[config.mk]
export PLATFORM = sky130hd
export DESIGN_NAME = piecewise_linear_color_ramp_unit
export DESIGN_NICKNAME = d
export VERILOG_FILES = /design/src/sv/plcr_pkg.sv /design/src/sv/plcr_div.sv /design/src/sv/plcr_lerp.sv /design/src/sv/piecewise_linear_color_ramp_unit.sv
export SDC_FILE = /design/constraint.sdc
export NUM_CORES = 2
export LEC_CHECK = 0
export ABC_AREA = 1
export BUFFER_PORTS_ARGS = -buffer_cell sky130_fd_sc_hd__clkbuf_2
export CELL_PAD_IN_SITES_DETAIL_PLACEMENT = 1
export CELL_PAD_IN_SITES_GLOBAL_PLACEMENT = 2
export CORE_MARGIN = 2
export CORE_UTILIZATION = 41
export CTS_BUF_LIST = sky130_fd_sc_hd__clkbuf_2
export CTS_CLUSTER_DIAMETER = 60
export DETAILED_ROUTE_END_ITERATION = 7
export PLACE_DENSITY = 0.83
export SLEW_MARGIN = 20
export SYNTH_ARGS = -nofsm -noshare
export SYNTH_HDL_FRONTEND = slang
export SYNTH_SLANG_ARGS = --single-unit
export TNS_END_PERCENT = 20
[constraint.sdc]
create_clock -name clock -period 8.9 [get_ports clock]
set_clock_uncertainty 0.2 [all_clocks]
set_input_delay 1.78 -clock clock [delete_from_list [all_inputs] [get_ports clock]]
set_output_delay 1.78 -clock clock [all_outputs]
set_load 0.05 [all_outputs]
[src/sv/plcr_pkg.sv]
// ============================================================================
// plcr_pkg
// Shared constants, register codes, pipeline stage map and types for the
// piecewise linear color ramp.
// ============================================================================
package plcr_pkg;

   // sizing
   localparam int MAX_STOPS       = 5;
   localparam int FRACTION_BITS   = 12;
   localparam int NUM_COLORS      = 5;
   localparam int NUM_CHANS       = 3;
   localparam int SAMPLE_W        = 16;
   localparam int BOUND_W         = 16;
   localparam int COUNT_W         = 3;
   localparam int COLOR_W         = 24;
   localparam int CHAN_W          = 8;
   localparam int CSR_IDX_W       = 3;
   localparam int CSR_DATA_W      = 24;

   // divider widths
   localparam int DEN_W           = BOUND_W;
   localparam int KW              = $clog2(MAX_STOPS);
   localparam int QW              = (MAX_STOPS > 2) ? $clog2(MAX_STOPS - 1) : 1;
   localparam int N_W             = DEN_W + QW;
   localparam int STEPS_PER_STAGE = 2;
   localparam int FRAC_STAGES     = (FRACTION_BITS + STEPS_PER_STAGE - 1) / STEPS_PER_STAGE;

   // interpolation widths
   localparam int DELTA_W         = CHAN_W + 1;
   localparam int PROD_W          = DELTA_W + FRACTION_BITS + 1;

   // pipeline stage map
   localparam int ST_P0           = 0;
   localparam int ST_P1           = 1;
   localparam int ST_Q0           = 2;
   localparam int ST_F0           = ST_Q0 + QW;
   localparam int ST_L0           = ST_F0 + FRAC_STAGES;
   localparam int ST_L1           = ST_L0 + 1;
   localparam int ST_OUT          = ST_L1 + 1;
   localparam int NUM_STAGES      = ST_OUT + 1;

   // register codes
   localparam logic [CSR_IDX_W-1:0] CSR_LOWER      = 3'd0;
   localparam logic [CSR_IDX_W-1:0] CSR_UPPER      = 3'd1;
   localparam logic [CSR_IDX_W-1:0] CSR_COUNT      = 3'd2;
   localparam int                   CSR_COLOR_BASE = 3;

   // stop count limits
   localparam logic [COUNT_W-1:0] COUNT_RESET = 3'd5;
   localparam logic [COUNT_W-1:0] MAX_COUNT   = COUNT_W'(MAX_STOPS);
   localparam logic [COUNT_W-1:0] MIN_COUNT   = 3'd1;

   typedef logic [CHAN_W-1:0]  chan_type;
   typedef logic [COLOR_W-1:0] color_type;

   // divider result handed to the interpolation stages
   typedef struct packed {
      logic                     ok;
      logic [QW-1:0]            quo;
      logic [FRACTION_BITS-1:0] frac;
   } div_result_type;

endpackage

[src/sv/plcr_div.sv]
// ============================================================================
// plcr_div
// Pipelined restoring divider: segment index bits, then fraction bits, two per stage.
// The user must hold the span steady while items are in flight; it is not enforced.
// ============================================================================
module plcr_div (
   input  logic                            clock,
   input  logic [plcr_pkg::NUM_STAGES-1:0] stage_en,
   input  logic                            ok_in,
   input  logic [plcr_pkg::N_W-1:0]        num_in,
   input  logic [plcr_pkg::DEN_W-1:0]      den,
   output plcr_pkg::div_result_type        result
);
   import plcr_pkg::*;

   logic [N_W-1:0]           q_rem_ff  [QW];
   logic [QW-1:0]            q_bits_ff [QW];
   logic                     q_ok_ff   [QW];

   logic [DEN_W-1:0]         f_rem_ff  [FRAC_STAGES];
   logic [FRACTION_BITS-1:0] f_bits_ff [FRAC_STAGES];
   logic [QW-1:0]            f_quo_ff  [FRAC_STAGES];
   logic                     f_ok_ff   [FRAC_STAGES];

   // quotient stages, most significant bit first
   for (genvar j = 0; j < QW; j++) begin : g_quo
      localparam int B = QW - 1 - j;
      logic [N_W-1:0] rem_prev;
      logic [N_W-1:0] dsh;
      logic [N_W-1:0] rem_in;
      logic [QW-1:0]  bits_prev;
      logic [QW-1:0]  bits_in;
      logic           ok_prev;
      logic           take;

      if (j == 0) begin : g_first
         assign rem_prev  = num_in;
         assign bits_prev = '0;
         assign ok_prev   = ok_in;
      end else begin : g_next
         assign rem_prev  = q_rem_ff[j-1];
         assign bits_prev = q_bits_ff[j-1];
         assign ok_prev   = q_ok_ff[j-1];
      end

      // compare against the shifted span and subtract
      always_comb begin
         dsh        = N_W'(den) << B;
         take       = (rem_prev >= dsh);
         rem_in     = take ? (rem_prev - dsh) : rem_prev;
         bits_in    = bits_prev;
         bits_in[B] = take;
      end

      always_ff @(posedge clock) begin
         if (stage_en[ST_Q0 + j]) begin
            q_rem_ff[j]  <= rem_in;
            q_bits_ff[j] <= bits_in;
            q_ok_ff[j]   <= ok_prev;
         end
      end
   end

   // fraction stages, remainder stays below the span
   for (genvar s = 0; s < FRAC_STAGES; s++) begin : g_frac
      localparam int LEFT  = FRACTION_BITS - STEPS_PER_STAGE * s;
      localparam int STEPS = (LEFT < STEPS_PER_STAGE) ? LEFT : STEPS_PER_STAGE;
      logic [DEN_W-1:0]         rem_prev;
      logic [FRACTION_BITS-1:0] bits_prev;
      logic [QW-1:0]            quo_prev;
      logic                     ok_prev;
      logic [DEN_W-1:0]         rem_in;
      logic [FRACTION_BITS-1:0] bits_in;
      logic [DEN_W:0]           dbl;
      logic                     take;

      if (s == 0) begin : g_first
         assign rem_prev  = q_rem_ff[QW-1][DEN_W-1:0];
         assign bits_prev = '0;
         assign quo_prev  = q_bits_ff[QW-1];
         assign ok_prev   = q_ok_ff[QW-1];
      end else begin : g_next
         assign rem_prev  = f_rem_ff[s-1];
         assign bits_prev = f_bits_ff[s-1];
         assign quo_prev  = f_quo_ff[s-1];
         assign ok_prev   = f_ok_ff[s-1];
      end

      // shift in a zero, subtract the span where it fits
      always_comb begin
         rem_in  = rem_prev;
         bits_in = bits_prev;
         dbl     = '0;
         take    = 1'b0;
         for (int t = 0; t < STEPS; t++) begin
            dbl    = {rem_in, 1'b0};
            take   = (dbl >= {1'b0, den});
            rem_in = take ? DEN_W'(dbl - {1'b0, den}) : dbl[DEN_W-1:0];
            bits_in[LEFT - 1 - t] = take;
         end
      end

      always_ff @(posedge clock) begin
         if (stage_en[ST_F0 + s]) begin
            f_rem_ff[s]  <= rem_in;
            f_bits_ff[s] <= bits_in;
            f_quo_ff[s]  <= quo_prev;
            f_ok_ff[s]   <= ok_prev;
         end
      end
   end

   assign result.ok   = f_ok_ff[FRAC_STAGES-1];
   assign result.quo  = f_quo_ff[FRAC_STAGES-1];
   assign result.frac = f_bits_ff[FRAC_STAGES-1];

endmodule

[src/sv/plcr_lerp.sv]
// ============================================================================
// plcr_lerp
// One color channel: registered delta times fraction, then truncation
// toward zero and the add onto the lower stop.
// ============================================================================
module plcr_lerp (
   input  logic                                   clock,
   input  logic                                   en,
   input  logic [plcr_pkg::CHAN_W-1:0]            base,
   input  logic signed [plcr_pkg::DELTA_W-1:0]    delta,
   input  logic [plcr_pkg::FRACTION_BITS-1:0]     frac,
   output logic [plcr_pkg::CHAN_W-1:0]            value
);
   import plcr_pkg::*;

   localparam logic [PROD_W-1:0] TRUNC_BIAS = PROD_W'((1 << FRACTION_BITS) - 1);

   logic signed [PROD_W-1:0] prod_in;
   logic signed [PROD_W-1:0] prod_ff;
   logic [CHAN_W-1:0]        base_ff;
   logic [PROD_W-1:0]        adj;

   // multiply stage
   assign prod_in = delta * $signed({1'b0, frac});

   always_ff @(posedge clock) begin
      if (en) begin
         prod_ff <= prod_in;
         base_ff <= base;
      end
   end

   // negative products get a bias so the shift rounds toward zero
   assign adj   = prod_ff + (prod_ff[PROD_W-1] ? TRUNC_BIAS : '0);
   assign value = base_ff + adj[FRACTION_BITS +: CHAN_W];

endmodule

[src/sv/piecewise_linear_color_ramp_unit.sv]
// ============================================================================
// piecewise_linear_color_ramp_unit
// Maps a signed sample to an RGB color by linear interpolation between
// evenly spaced color stops set through the register port.
// ============================================================================
//
//  channel  | direction | ports                              | transfer when
//  ---------+-----------+------------------------------------+---------------------
//  request  | in        | req_valid req_ready req_sample     | req_valid & req_ready
//  response | out       | rsp_valid rsp_ready rsp_red/green/ | rsp_valid & rsp_ready
//           |           | blue rsp_interpolated              |
//  register | in        | csr_we csr_index csr_wdata         | csr_we
//
//  One sample per clock unless the pipeline is full and the response stalls.
//  Stages: offset, range check, then the restoring divider with index bits one
//  per stage and two fraction bits per stage, then color select, multiply and output.
//  Each stage moves forward whenever a later stage has a bubble, so the
//  request side keeps taking samples while a response waits in the output.
//  A response stall with a full pipeline holds every stage; nothing is lost.
//  Synchronous active-high reset clears the valid bits and the configuration registers.
//
module piecewise_linear_color_ramp_unit (
   input  logic                                   clock,
   input  logic                                   reset,
   input  logic                                   req_valid,
   output logic                                   req_ready,
   input  logic signed [plcr_pkg::SAMPLE_W-1:0]   req_sample,
   output logic                                   rsp_valid,
   input  logic                                   rsp_ready,
   output logic [plcr_pkg::CHAN_W-1:0]            rsp_red,
   output logic [plcr_pkg::CHAN_W-1:0]            rsp_green,
   output logic [plcr_pkg::CHAN_W-1:0]            rsp_blue,
   output logic                                   rsp_interpolated,
   input  logic                                   csr_we,
   input  logic [plcr_pkg::CSR_IDX_W-1:0]         csr_index,
   input  logic [plcr_pkg::CSR_DATA_W-1:0]        csr_wdata
);
   import plcr_pkg::*;

   // configuration registers
   logic signed [BOUND_W-1:0] lower_ff;
   logic signed [BOUND_W-1:0] upper_ff;
   logic [COUNT_W-1:0]        count_ff;
   color_type                 color_ff [NUM_COLORS];

   // derived settings
   logic [COUNT_W-1:0]        cnt_eff;
   logic signed [BOUND_W:0]   span;
   logic [DEN_W-1:0]          den_mag_in;
   logic [DEN_W-1:0]          den_mag_ff;
   logic [KW-1:0]             k_in;
   logic [KW-1:0]             k_ff;
   logic                      mode_ok_in;
   logic                      mode_ok_ff;

   // pipeline control
   logic [NUM_STAGES-1:0]     valid_ff;
   logic [NUM_STAGES-1:0]     stage_en;

   // front stages
   logic                      den_neg;
   logic signed [SAMPLE_W:0]  sample_x;
   logic signed [SAMPLE_W:0]  lower_x;
   logic signed [SAMPLE_W:0]  p0_s_in;
   logic signed [SAMPLE_W:0]  p0_s_ff;
   logic                      p1_ok_in;
   logic [N_W-1:0]            p1_num_in;
   logic                      p1_ok_ff;
   logic [N_W-1:0]            p1_num_ff;

   div_result_type            div_res;

   // color select stage
   color_type                 color_a;
   color_type                 color_b;
   logic                      l0_ok_ff;
   logic [FRACTION_BITS-1:0]  l0_frac_ff;
   chan_type                  l0_base_ff  [NUM_CHANS];
   logic signed [DELTA_W-1:0] l0_delta_ff [NUM_CHANS];
   logic                      l1_ok_ff;
   chan_type                  lerp_val    [NUM_CHANS];

   // output register
   chan_type                  out_chan_ff [NUM_CHANS];
   logic                      out_interp_ff;

   // register writes
   always_ff @(posedge clock) begin
      if (reset) begin
         lower_ff <= '0;
         upper_ff <= '0;
         count_ff <= COUNT_RESET;
         for (int j = 0; j < NUM_COLORS; j++) begin
            color_ff[j] <= '0;
         end
      end else if (csr_we) begin
         unique case (csr_index)
            CSR_LOWER: lower_ff <= csr_wdata[BOUND_W-1:0];
            CSR_UPPER: upper_ff <= csr_wdata[BOUND_W-1:0];
            CSR_COUNT: count_ff <= csr_wdata[COUNT_W-1:0];
            default: begin
               for (int j = 0; j < NUM_COLORS; j++) begin
                  if (csr_index == CSR_IDX_W'(CSR_COLOR_BASE + j)) begin
                     color_ff[j] <= csr_wdata[COLOR_W-1:0];
                  end
               end
            end
         endcase
      end
   end

   // clamp stop count, span magnitude, ramp enable
   always_comb begin
      if (count_ff < MIN_COUNT) begin
         cnt_eff = MIN_COUNT;
      end else if (count_ff > MAX_COUNT) begin
         cnt_eff = MAX_COUNT;
      end else begin
         cnt_eff = count_ff;
      end
      span       = {upper_ff[BOUND_W-1], upper_ff} - {lower_ff[BOUND_W-1], lower_ff};
      den_mag_in = span[BOUND_W] ? DEN_W'(-span) : span[DEN_W-1:0];
      k_in       = KW'(cnt_eff - MIN_COUNT);
      mode_ok_in = (cnt_eff > MIN_COUNT) && (upper_ff != lower_ff);
   end

   always_ff @(posedge clock) begin
      if (reset) begin
         den_mag_ff <= '0;
         k_ff       <= '0;
         mode_ok_ff <= 1'b0;
      end else begin
         den_mag_ff <= den_mag_in;
         k_ff       <= k_in;
         mode_ok_ff <= mode_ok_in;
      end
   end

   // a stage advances when any later stage is empty or the output drains
   always_comb begin
      for (int i = 0; i < NUM_STAGES; i++) begin
         stage_en[i] = rsp_ready || ((~valid_ff >> i) != '0);
      end
   end

   always_ff @(posedge clock) begin
      if (reset) begin
         valid_ff <= '0;
      end else begin
         for (int i = 0; i < NUM_STAGES; i++) begin
            if (stage_en[i]) begin
               valid_ff[i] <= (i == 0) ? req_valid : valid_ff[(i == 0) ? 0 : i - 1];
            end
         end
      end
   end

   assign req_ready = stage_en[ST_P0];
   assign rsp_valid = valid_ff[ST_OUT];

   // offset from the lower bound, mirrored for a reversed range
   always_comb begin
      den_neg  = (upper_ff < lower_ff);
      sample_x = {req_sample[SAMPLE_W-1], req_sample};
      lower_x  = {lower_ff[BOUND_W-1], lower_ff};
      p0_s_in  = den_neg ? (lower_x - sample_x) : (sample_x - lower_x);
   end

   always_ff @(posedge clock) begin
      if (stage_en[ST_P0]) begin
         p0_s_ff <= p0_s_in;
      end
   end

   // range check and numerator; in range exactly when 0 <= offset < span
   always_comb begin
      p1_ok_in  = mode_ok_ff && !p0_s_ff[SAMPLE_W] && (p0_s_ff[DEN_W-1:0] < den_mag_ff);
      p1_num_in = N_W'({{KW{1'b0}}, p0_s_ff[DEN_W-1:0]} * {{DEN_W{1'b0}}, k_ff});
   end

   always_ff @(posedge clock) begin
      if (stage_en[ST_P1]) begin
         p1_ok_ff  <= p1_ok_in;
         p1_num_ff <= p1_num_in;
      end
   end

   plcr_div u_div (
      .clock    (clock),
      .stage_en (stage_en),
      .ok_in    (p1_ok_ff),
      .num_in   (p1_num_ff),
      .den      (den_mag_ff),
      .result   (div_res)
   );

   // pick the two stops around the segment
   always_comb begin
      color_a = '0;
      color_b = '0;
      for (int j = 0; j < MAX_STOPS - 1; j++) begin
         if (div_res.quo == QW'(j)) begin
            color_a = color_ff[j];
            color_b = color_ff[j + 1];
         end
      end
   end

   always_ff @(posedge clock) begin
      if (stage_en[ST_L0]) begin
         l0_ok_ff   <= div_res.ok;
         l0_frac_ff <= div_res.frac;
         for (int c = 0; c < NUM_CHANS; c++) begin
            l0_base_ff[c]  <= color_a[CHAN_W * (NUM_CHANS - 1 - c) +: CHAN_W];
            l0_delta_ff[c] <= $signed({1'b0, color_b[CHAN_W * (NUM_CHANS - 1 - c) +: CHAN_W]})
                            - $signed({1'b0, color_a[CHAN_W * (NUM_CHANS - 1 - c) +: CHAN_W]});
         end
      end
   end

   // per-channel multiply and truncate
   for (genvar c = 0; c < NUM_CHANS; c++) begin : g_chan
      plcr_lerp u_lerp (
         .clock (clock),
         .en    (stage_en[ST_L1]),
         .base  (l0_base_ff[c]),
         .delta (l0_delta_ff[c]),
         .frac  (l0_frac_ff),
         .value (lerp_val[c])
      );
   end

   always_ff @(posedge clock) begin
      if (stage_en[ST_L1]) begin
         l1_ok_ff <= l0_ok_ff;
      end
   end

   // output register, default to the first stop outside the ramp
   always_ff @(posedge clock) begin
      if (stage_en[ST_OUT]) begin
         out_interp_ff <= l1_ok_ff;
         for (int c = 0; c < NUM_CHANS; c++) begin
            out_chan_ff[c] <= l1_ok_ff ? lerp_val[c]
                            : color_ff[0][CHAN_W * (NUM_CHANS - 1 - c) +: CHAN_W];
         end
      end
   end

   assign rsp_red          = out_chan_ff[0];
   assign rsp_green        = out_chan_ff[1];
   assign rsp_blue         = out_chan_ff[2];
   assign rsp_interpolated = out_interp_ff;

endmodule

==> flow_summary.yaml <==
floorplan:
  die_w_microns: 353
  core_area_sq_um: 120000
  die_h_microns: 353
  ios: 75
  initial_core_util: 0.414
  die_area_sq_um: 124000
  row_count: 127
yosys:
  ys_types: 60
  syn_area_sq_um: 49800
  synth_commonest_cells: "nand2_1 (1546), inv_1 (881), ha_1 (561)"
  synth_area_leaders: "edfxtp_1 (31%), ha_1 (14%), nand2_1 (12%)"
  yosysTopAreaCell: "edfxtp_1"
  async_flop_share: 0
  synth_edf_count: 512
  yosysSeqAreaShare: 0.336
  ys_seq_elements: 580
  synth_flop_cell: "edfxtp_1"
  synthesis.nets: 6759
  syn_inst: 5905
  synth.most_common_cell: "nand2_1"
  syn_avg_cell_area_sq_um: 8.44
  yosys_warnings: 0
  synthDominantCellAreaShare: 0.308
clocking:
  cts-root-buf: "clkbuf_2"
  cts_tree: "done"
  clock_latency_ns: 1.56
  cts_hold_repair.buffers: 0
  ctsResizeCount: 0
  ctsLongestPathBuffers: 3
  cts_setup_buffers: 0
  cts_buffers: 167
  clk_pin_slew_ns: 0.10
  clock_sinks: 580
  cts.htree.levels: 4
placed_design:
  hpwl_microns: 112000
  portBuffers: 74
  gp_congestion: 0.838
grt:
  first_global_vias: 43400
  grt_pass1_wl_microns: 235000
  grt_max_degree: 66
  overflow: 0
  antenna_found_initial: 5
  track_usage: 0.236
critical_path:
  cp_cell_sequence: "nand2_1 -> nor2_2 -> nand2_2 -> nor2_2 -> nand2_2 -> buf_4 -> nor2_2 -> nand2_2 -> nor2_2 -> nand2_1 -> nor2_2 -> nand2_1 -> nor2_2 -> nand2_1 -> clkbuf_2"
  cpMaxStageDelayCell: "nand2_1"
  max_stage_delay_ns: 0.54
  start_kind: "flip-flop"
  critPathKind: "flip-flop to output pin"
  timing.rr.start: "l0_delta_ff[0][18]"
  timing.critical_path.from: "valid_ff[12]"
  reg2reg_depth: 17
  crit_top_cell: "nor2_2"
  critical_path_peak_fanout: 31
  crit_path_end_kind: "output pin"
  crit_arrival_ns: 5.85
  required_ns: 6.92
cells_and_area:
  final_util: 0.446
  drive_above_1_share: 0.0765
  seq_area_sq_um: 16700
  nFillCells: 14700
  final_nets: 6906
  multiInputGateArea_sq_um: 29100
  area.growth.synth_to_final_pct: 7.59
timing:
  tightest_slew_ns: 1.07
  relSlewSlack: 0.284
  fin_crit_sh: 0.880
  tns_ns: 0
  finalHoldViolations: 0
  rsz0062_at_grt: "no"
  slew_violations: 0
  min_period_ns: 7.83
  fmax_mhz: 128
  setup_viol: 0
flow_run:
  cap_viol_max_count: 0
drt:
  routedWlPerCell_microns: 18.7
  drtIter0Drc: 1908
  route.detailed.drc: 0
  vias: 40500
  postRouteAntennaNets: 0
  vias_per_cell: 5.18
  drt-total-wl_microns: 146000
  drt_first_pass_iters: 5
min_path:
  hp-class: "flip-flop to flip-flop"
  hold_path_depth: 0
  hp-start: "l0_ok_ff"
status:
  status: "completed"
## metrics by stage
step           instance area, sq um  setup slack, ns  cells  hold WS, ns
5_1_grt                       53600            0.402   7814        0.131
4_1_cts                       53600            0.735   7805        0.108
6_report                      53600             1.07   7814        0.156
3_3_place_gp                  52000             1.12   7494        0.201
3_5_place_dp                  52000            0.971   7494        0.205
2_1_floorplan                 49800            0.897   5905        0.200
## worst paths after layout
path                                                endpoint  slack, ns
worst max register to register  g_chan[2].u_lerp.prod_ff[19]       2.91
worst min-delay path                                l1_ok_ff       0.16
worst max-delay path                               req_ready       1.07
worst min register to register                      l1_ok_ff       0.16
## cell type report
cell class | count | share of cell area
Clock inverter | 76 | 0.00831
Antenna cell | 8 | 0.000373
Multi-Input combinational cell | 4288 | 0.543
Inverter | 892 | 0.0627
Tap cell | 1612 | 0.0376
Sequential cell | 580 | 0.312
Timing Repair Buffer | 123 | 0.0139
Clock buffer | 235 | 0.0219
## critical path: cells and delay by family (launching register included)
kind	cells	cell delay, ns
buf+inv	2	0.69
simple gates	13	3.22
flops	1	0.36
## cell families after synthesis
kind of cell	Yosys count	share of synthesized area
compound gates	881	0.100
xor+xnor	301	0.0529
fa+ha+maj	806	0.239
buf+inv	1037	0.0806
flops	580	0.336
mux	1	0.000201
simple gates	2299	0.191
## flip-flops by register name, summed over array words and instances, names as in the netlist, 6 cells and up
register / cells
lower_ff: 16
den_mag_ff: 16
u_div.f_ok_ff: 6
u_div.q_rem_ff: 34
g_chan.u_lerp.prod_ff: 63
upper_ff: 16
l0_base_ff: 24
u_div.f_rem_ff: 80
p1_num_ff: 18
u_div.f_bits_ff: 42
g_chan.u_lerp.base_ff: 24
out_chan_ff: 24
l0_frac_ff: 12
p0_s_ff: 17
l0_delta_ff: 27
u_div.f_quo_ff: 12
valid_ff: 13
color_ff: 120
## metal layers
| metal | global-route usage | wire length (microns) | part of all wire | vias to the layer above |
|---|---|---|---|---|
| li1 | - | - | - | 19800 |
| met1 | 0.299 | 65600 | 0.45 | 19800 |
| met2 | 0.421 | 72400 | 0.50 | 577 |
| met3 | 0.0275 | 4460 | 0.031 | 205 |
| met4 | 0.0678 | 3510 | 0.024 | 2 |
| met5 | 0 | 20 | 0.00014 | - |
## cell usage in the layout (no fill, tap or decap), types with 245 or more instances in the layout
cell type  instances
a21oi_1          379
clkbuf_2         309
edfxtp_1         512
fa_1             245
ha_1             561
inv_1            880
nand2_1         1546
nand3_1          281
nor2_1           278
o21ai_0          255
Power is left out: the tool's default activity adds up to more than one toggle a clock period on the data nets, which glitch-free logic cannot reach.
